[src/design/dtch_pkg.sv]
package dtch_pkg;

	// Q16.16 coordinates, 31-bit rod, Q2.30 tilts
	localparam int CW        = 32;
	localparam int ROD_W     = 31;
	localparam int TILT_W    = 32;
	localparam int TILT_FRAC = 30;
	localparam int LO_W      = 24;
	localparam int ROOT_W    = ROD_W;
	localparam int RAD_W     = 2 * ROD_W;
	localparam int TERM_W    = CW + 2;
	localparam int HT_W      = CW + 3;
	localparam int ADDR_W    = 6;
	localparam int DATA_W    = 64;

	localparam logic [1:0] ST_OK  = 2'd0;
	localparam logic [1:0] ST_OOR = 2'd1;
	localparam logic [1:0] ST_SAT = 2'd2;

	typedef struct packed {
		logic signed [CW-1:0] head_x;
		logic signed [CW-1:0] head_y;
		logic signed [CW-1:0] head_z;
		logic [1:0]           tower;
	} pos_t;

	typedef struct packed {
		logic signed [CW-1:0] carriage_height;
		logic [1:0]           status;
	} res_t;

	typedef struct packed {
		logic signed [CW-1:0] tower_a_x;
		logic signed [CW-1:0] tower_a_y;
		logic signed [CW-1:0] tower_b_x;
		logic signed [CW-1:0] tower_b_y;
		logic signed [CW-1:0] tower_c_x;
		logic signed [CW-1:0] tower_c_y;
		logic [ROD_W-1:0]     rod_length;
		logic [DATA_W-1:0]    bed_tilt;
	} cfg_t;

	// data that rides alongside the root pipeline
	typedef struct packed {
		logic signed [HT_W-1:0] ht;
		logic                   oor;
	} side_t;

endpackage

[src/design/dtch_cfg.sv]
module dtch_cfg (
	input  logic                        clk,
	input  logic                        arst_n,
	input  logic                        psel,
	input  logic                        penable,
	input  logic                        pwrite,
	input  logic [dtch_pkg::ADDR_W-1:0] paddr,
	input  logic [dtch_pkg::DATA_W-1:0] pwdata,
	output logic [dtch_pkg::DATA_W-1:0] prdata,
	output logic                        pready,
	output dtch_pkg::cfg_t              cfg
);
	import dtch_pkg::*;

	localparam logic [2:0] REG_AX   = 3'd0;
	localparam logic [2:0] REG_AY   = 3'd1;
	localparam logic [2:0] REG_BX   = 3'd2;
	localparam logic [2:0] REG_BY   = 3'd3;
	localparam logic [2:0] REG_CX   = 3'd4;
	localparam logic [2:0] REG_CY   = 3'd5;
	localparam logic [2:0] REG_ROD  = 3'd6;
	localparam logic [2:0] REG_TILT = 3'd7;

	cfg_t       cfg_q;
	logic [2:0] idx;

	assign idx    = paddr[ADDR_W-1:3];
	assign pready = 1'b1;
	assign cfg    = cfg_q;

	always_ff @(posedge clk or negedge arst_n) begin
		if (!arst_n) begin
			cfg_q <= '0;
		end else if (psel && penable && pwrite && pready) begin
			case (idx)
				REG_AX:   cfg_q.tower_a_x  <= pwdata[CW-1:0];
				REG_AY:   cfg_q.tower_a_y  <= pwdata[CW-1:0];
				REG_BX:   cfg_q.tower_b_x  <= pwdata[CW-1:0];
				REG_BY:   cfg_q.tower_b_y  <= pwdata[CW-1:0];
				REG_CX:   cfg_q.tower_c_x  <= pwdata[CW-1:0];
				REG_CY:   cfg_q.tower_c_y  <= pwdata[CW-1:0];
				REG_ROD:  cfg_q.rod_length <= pwdata[ROD_W-1:0];
				REG_TILT: cfg_q.bed_tilt   <= pwdata;
				default: ;
			endcase
		end
	end

	always_comb begin
		case (idx)
			REG_AX:   prdata = {{(DATA_W-CW){1'b0}}, cfg_q.tower_a_x};
			REG_AY:   prdata = {{(DATA_W-CW){1'b0}}, cfg_q.tower_a_y};
			REG_BX:   prdata = {{(DATA_W-CW){1'b0}}, cfg_q.tower_b_x};
			REG_BY:   prdata = {{(DATA_W-CW){1'b0}}, cfg_q.tower_b_y};
			REG_CX:   prdata = {{(DATA_W-CW){1'b0}}, cfg_q.tower_c_x};
			REG_CY:   prdata = {{(DATA_W-CW){1'b0}}, cfg_q.tower_c_y};
			REG_ROD:  prdata = {{(DATA_W-ROD_W){1'b0}}, cfg_q.rod_length};
			REG_TILT: prdata = cfg_q.bed_tilt;
			default:  prdata = '0;
		endcase
	end

endmodule

[config.mk]
export PLATFORM = sky130hd
export DESIGN_NAME = dtch_cfg
export DESIGN_NICKNAME = d
export VERILOG_FILES = /design/src/design/dtch_pkg.sv /design/src/design/dtch_cfg.sv
export SDC_FILE = /design/constraint.sdc
export NUM_CORES = 1
export LEC_CHECK = 0
export BUFFER_PORTS_ARGS = -buffer_cell sky130_fd_sc_hd__buf_2
export CORE_AREA = 4 4 179 181
export DETAILED_ROUTE_END_ITERATION = 16
export DIE_AREA = 0 0 183 185
export PLACE_DENSITY = 0.76
export SLEW_MARGIN = 20
export SYNTH_ARGS = -nofsm -noshare
export SYNTH_HDL_FRONTEND = slang
export SYNTH_SLANG_ARGS = --single-unit
[constraint.sdc]
create_clock -name clk -period 1.95 [get_ports clk]
set_input_delay 0.2925 -clock clk [delete_from_list [all_inputs] [get_ports clk]]
set_output_delay 0.2925 -clock clk [all_outputs]
set_load 0.02 [all_outputs]
After elaboration in Yosys (flattened, before gate mapping)
Index checks and enable logic that the tools add are counted.
{"block": "word_totals", "register_bits": 287, "latchBits": 0, "ramBits": 0, "rom_bits": 0, "inputBits": 75, "output_inout_bits": 352, "word_cells": 27, "n_memories": 0}
{"block": "classes", "add_sub_neg": 0, "n_mul": 0, "n_div": 0, "n_lt_le_gt_ge": 0, "n_eq_ne": 7, "n_shift": 0, "n_mux": 1, "bitwise_logic": 0, "n_reduce_logical": 11}
{"cell": "$pmux W64 S8", "count": 1}
{"cell": "$reduce_and A2 Y1", "count": 8}
{"cell": "$eq A3 B3 Y1 const B", "count": 4}
{"cell": "$eq A3 B2 Y1 const B", "count": 2}
{"cell": "$eq A3 B1 Y1 const B", "count": 1}
{"cell": "$logic_not A3 Y1", "count": 1}
{"cell": "$logic_and A1 B1 Y1", "count": 2}

Logic depth before layout (Yosys ltp)
{"block": "logic_depth", "word_depth": 3, "mapped_depth": 6, "mapped_depth_nobuf": 3}

Worst setup path before layout
OpenSTA, ideal clock, no wires.
{"block": "synth_timing", "path_type": "in2out", "from": "input port paddr[4] in the netlist's numbering", "to": "output port prdata[9] in the netlist's numbering", "arrival_time_ps": 1603, "required_time_ps": 1657, "slack_ps": 55, "stages": 6, "path_buffers": 3, "cell_sequence": "buf_2 buf_2 buf_2 a21oi_1 a211o_1 a31oi_1"}
{"block": "synth_via", "elab_chain_cells": 2, "word_cells_on_any_way": 9, "cone_classes": "eq/ne: 7; mux: 1; reduce/logical: 1"}
{"item": "start: declaration", "line": "dtch_cfg.sv:7", "source": "input logic [dtch_pkg::ADDR_W-1:0] paddr,"}
{"item": "$eq A3 B3 Y1 (tied with other cells)", "line": "dtch_cfg.sv:50", "source": "case (idx)"}
{"item": "$pmux W64 S8 (*)", "line": "dtch_cfg.sv:50"}
{"item": "end: declaration", "line": "dtch_cfg.sv:9", "source": "output logic [dtch_pkg::DATA_W-1:0] prdata,"}
Mark *: on every way between the ends. The rest lies on a longest branch, timed or not.

Final worst setup path
{"block": "layout_timing", "from": "register cfg_q (netlist bit cfg[31])", "to": "output port prdata[31] in the netlist's numbering"}
{"block": "layout_via", "elab_chain_cells": 1}
{"item": "start: declaration", "line": "dtch_cfg.sv:24", "source": "cfg_t cfg_q;"}
{"item": "$pmux W64 S8", "line": "dtch_cfg.sv:50"}
No other way between the ends.

==> results.yml <==
status:
  status: "complete, but fails checks"
  violations: "setup timing"
route:
  top_layer: "met5"
  wl_per_cell_um: 25.16
  routed_wl_um: 47170
  firstDrtPassIters: 5
  routedLengthMet1_um: 17720
  vias: 10430
  wl_met2_um: 23050
  met3_length_um: 3963
  ant_nets: 0
  drt_iter0_markers: 566
  drc_errors: 0
  via_per_inst: 5.564
yosys:
  ys_seq_area_share_pct: 55.60
  async_flop_share_pct: 100.0
  syn-cell-area_um2: 12920
  ys.flop_type: "dfrtp_1"
  synth_warnings: 0
  yosysMostFrequentCell: "dfrtp_1"
  ys_ff_latch: 287
  synthTopCellsByCount: "dfrtp_1, mux2_2, mux2i_1"
  avgSynthCellArea_um2: 14.05
  netlist_instances: 919
  synth_top_area_share_pct: 55.60
  synth_edf_count: 0
  synth_cell_type_count: 33
  syn-num-nets: 994
  synth_area_leader_cell: "dfrtp_1"
  synth_area_leaders: "dfrtp_1, mux2_2, mux2i_1, o22a_1, a221oi_1"
grt:
  grt_max_degree: 64
  track_usage_pct: 26.77
  antenna_found_initial: 4
  grt_pass1_wl_um: 68880
  overflow: 0
  grt_pass1_vias: 10900
critical_path:
  critPathLaunchType: "register"
  cp.required_ps: 1660
  crit_type: "reg2out"
  crit_path_end_kind: "output pin"
  path_cells: "mux4_2 -> mux2_4 -> buf_6"
  worstPathMaxFanout: 2
  worst_ep_arrival_time_ps: 1810
  cp_slowest_cell: "mux4_2"
  cp_slowest_stage_delay_ps: 460
timing:
  setup_viol: 2
  slew-limit-headroom_pct: 65.89
  tightest_slew_ps: 511.7
  skew_ps: 0
  period_minus_slack_ps: 2100
  hold_ws_ps: 51.52
  fmax_mhz: 476.3
  rsz0062_at_grt: "true"
  timing.final.crit_share_pct: 107.7
  setup_slack_ps: -149.6
  hold_viol: 0
  drv_slew: 0
floorplanning:
  initial_utilization_pct: 42.45
  die_height_um: 185
  dieArea_um2: 33860
  rows: 64
  coreArea_um2: 30430
  ios: 427
  die_w_um: 183
layout:
  nets: 1531
  finish.instance_area_um2: 18400
  final_cells: 1875
  largest_reg_flops: 287
  syn2layout_area_growth_pct: 42.43
  drive_above_1_share_pct: 61.77
placed_design:
  place_hpwl_um: 30280
  numPortBuffers: 422
  gp_congestion: 0.8665
  placed_cells: 1734
  dp_slack_ps: -222.9
  post_dp_cell_area_um2: 16110
clock_network:
  clkSinkCount: 287
  insertion_delay_ps: 560
  cts-root-buf: "clkbuf_16"
  cts_tree: "built"
  cts.path.max_buffers: 3
  numCtsBuffers: 30
  clk_pin_slew_worst_paths_ps: 60
  ctsHtreeMaxLevel: 1
power_and_ir_drop:
  power_leakage_nw: 9.375
  powerDensity_nw_per_um2: 1118
  vdd_ir_drop_max_v: 0.0009504
run:
  maxCapViolCount: 0
hold_path:
  hp-class: "in2reg"
==> worst paths after layout <==
path,from,endpoint,slack [ps],cells after the start
min in group asynchronous,arst_n,cfg[99]$_DFFE_PN0P_,290,2
max in group asynchronous,arst_n,cfg[53]$_DFFE_PN0P_,890,3
worst max-delay path,cfg[31]$_DFFE_PN0P_,prdata[31],-150,3
worst min register to register,cfg[34]$_DFFE_PN0P_,cfg[34]$_DFFE_PN0P_,530,1
worst max register to register,cfg[131]$_DFFE_PN0P_,cfg[131]$_DFFE_PN0P_,1020,2
worst min-delay path,pwdata[9],cfg[264]$_DFFE_PN0P_,50,2
==> what timing repair did <==
action / CTS / global route
pin swaps: 5 / 15
endpoints found under the setup margin: 32 / 32
buffers inserted: 19 / 34
gates resized for setup: 45 / 38
hold endpoints to repair: 78 / 0
hold buffers: 33 / 0
cloned: 6 / 0
==> cells by family after synthesis <==
logic type,Yosys count,synth area share (%)
other cells,1,0.02903
flops,287,55.60
mux,381,32.41
simple gates,58,2.809
compound gates,96,5.812
buf+inv,96,3.332
==> layer usage <==
layer  global-route usage [%]  vias to the layer above
li1                         -                     4454
met4                    12.25                        4
met1                    33.04                     5271
met5                        0                        -
met3                    6.009                      145
met2                    45.10                      559
==> critical path, delay by kind of cell (launching register included) <==
family	cells	cell delay, ps
muxes	2	730
DFF	1	390
buffers and inverters	1	130
==> stage by stage <==
| step | total power, mW | util [%] | setup TNS (ps) |
|---|---|---|---|
| floorplan | 11.33 | - | 0 |
| detailed placement | 13.83 | 52.93 | -14060 |
| CTS | 20.41 | 59.18 | -380.4 |
| global route | 21.46 | 60.46 | -782.5 |
| global placement | 13.67 | 52.93 | -9279 |
| finish | 20.57 | 60.46 | -206.5 |
==> power by group <==
part	internal [mW]	total (mW)	switching (mW)	leakage [nW]
logic	2.66	6.20	3.54	5.17
registers	7.13	8.13	1.00	3.67
clock network	3.84	6.24	2.40	0.536
==> cell usage in the layout, fill, tap and decap left out, types with 2 or more instances in the layout <==
cell and instances:
bufinv_16 6, mux2_2 281, clkbuf_16 31, inv_1 30, buf_16 5, nor2_1 3
buf_12 35, dlygate4sd3_1 33, mux2i_1 86, buf_2 398, a221oi_1 10, clkbuf_8 4
nor2_4 6, buf_6 17, clkinv_4 2, o22a_1 30, and2_1 32, clkinv_2 6
nand2b_1 3, nor2b_4 2, buf_4 81, a221oi_2 19, a31oi_1 2, mux2i_2 6
dfrtp_1 286, o22ai_1 29, nor3b_1 2, clkbuf_1 3, mux2_1 6
==> final cells by class <==
cell class	count	area (um^2)
Fill cell	2348	12030
Sequential cell	287	7183
Multi-Input combinational cell	537	5542
Timing Repair Buffer	570	3975
Clock buffer	38	842.1
Tap cell	396	495.5
Clock inverter	16	244.0
Inverter	30	112.6
Antenna cell	1	2.502
Note: power is estimated with default switching activity, not from simulation.
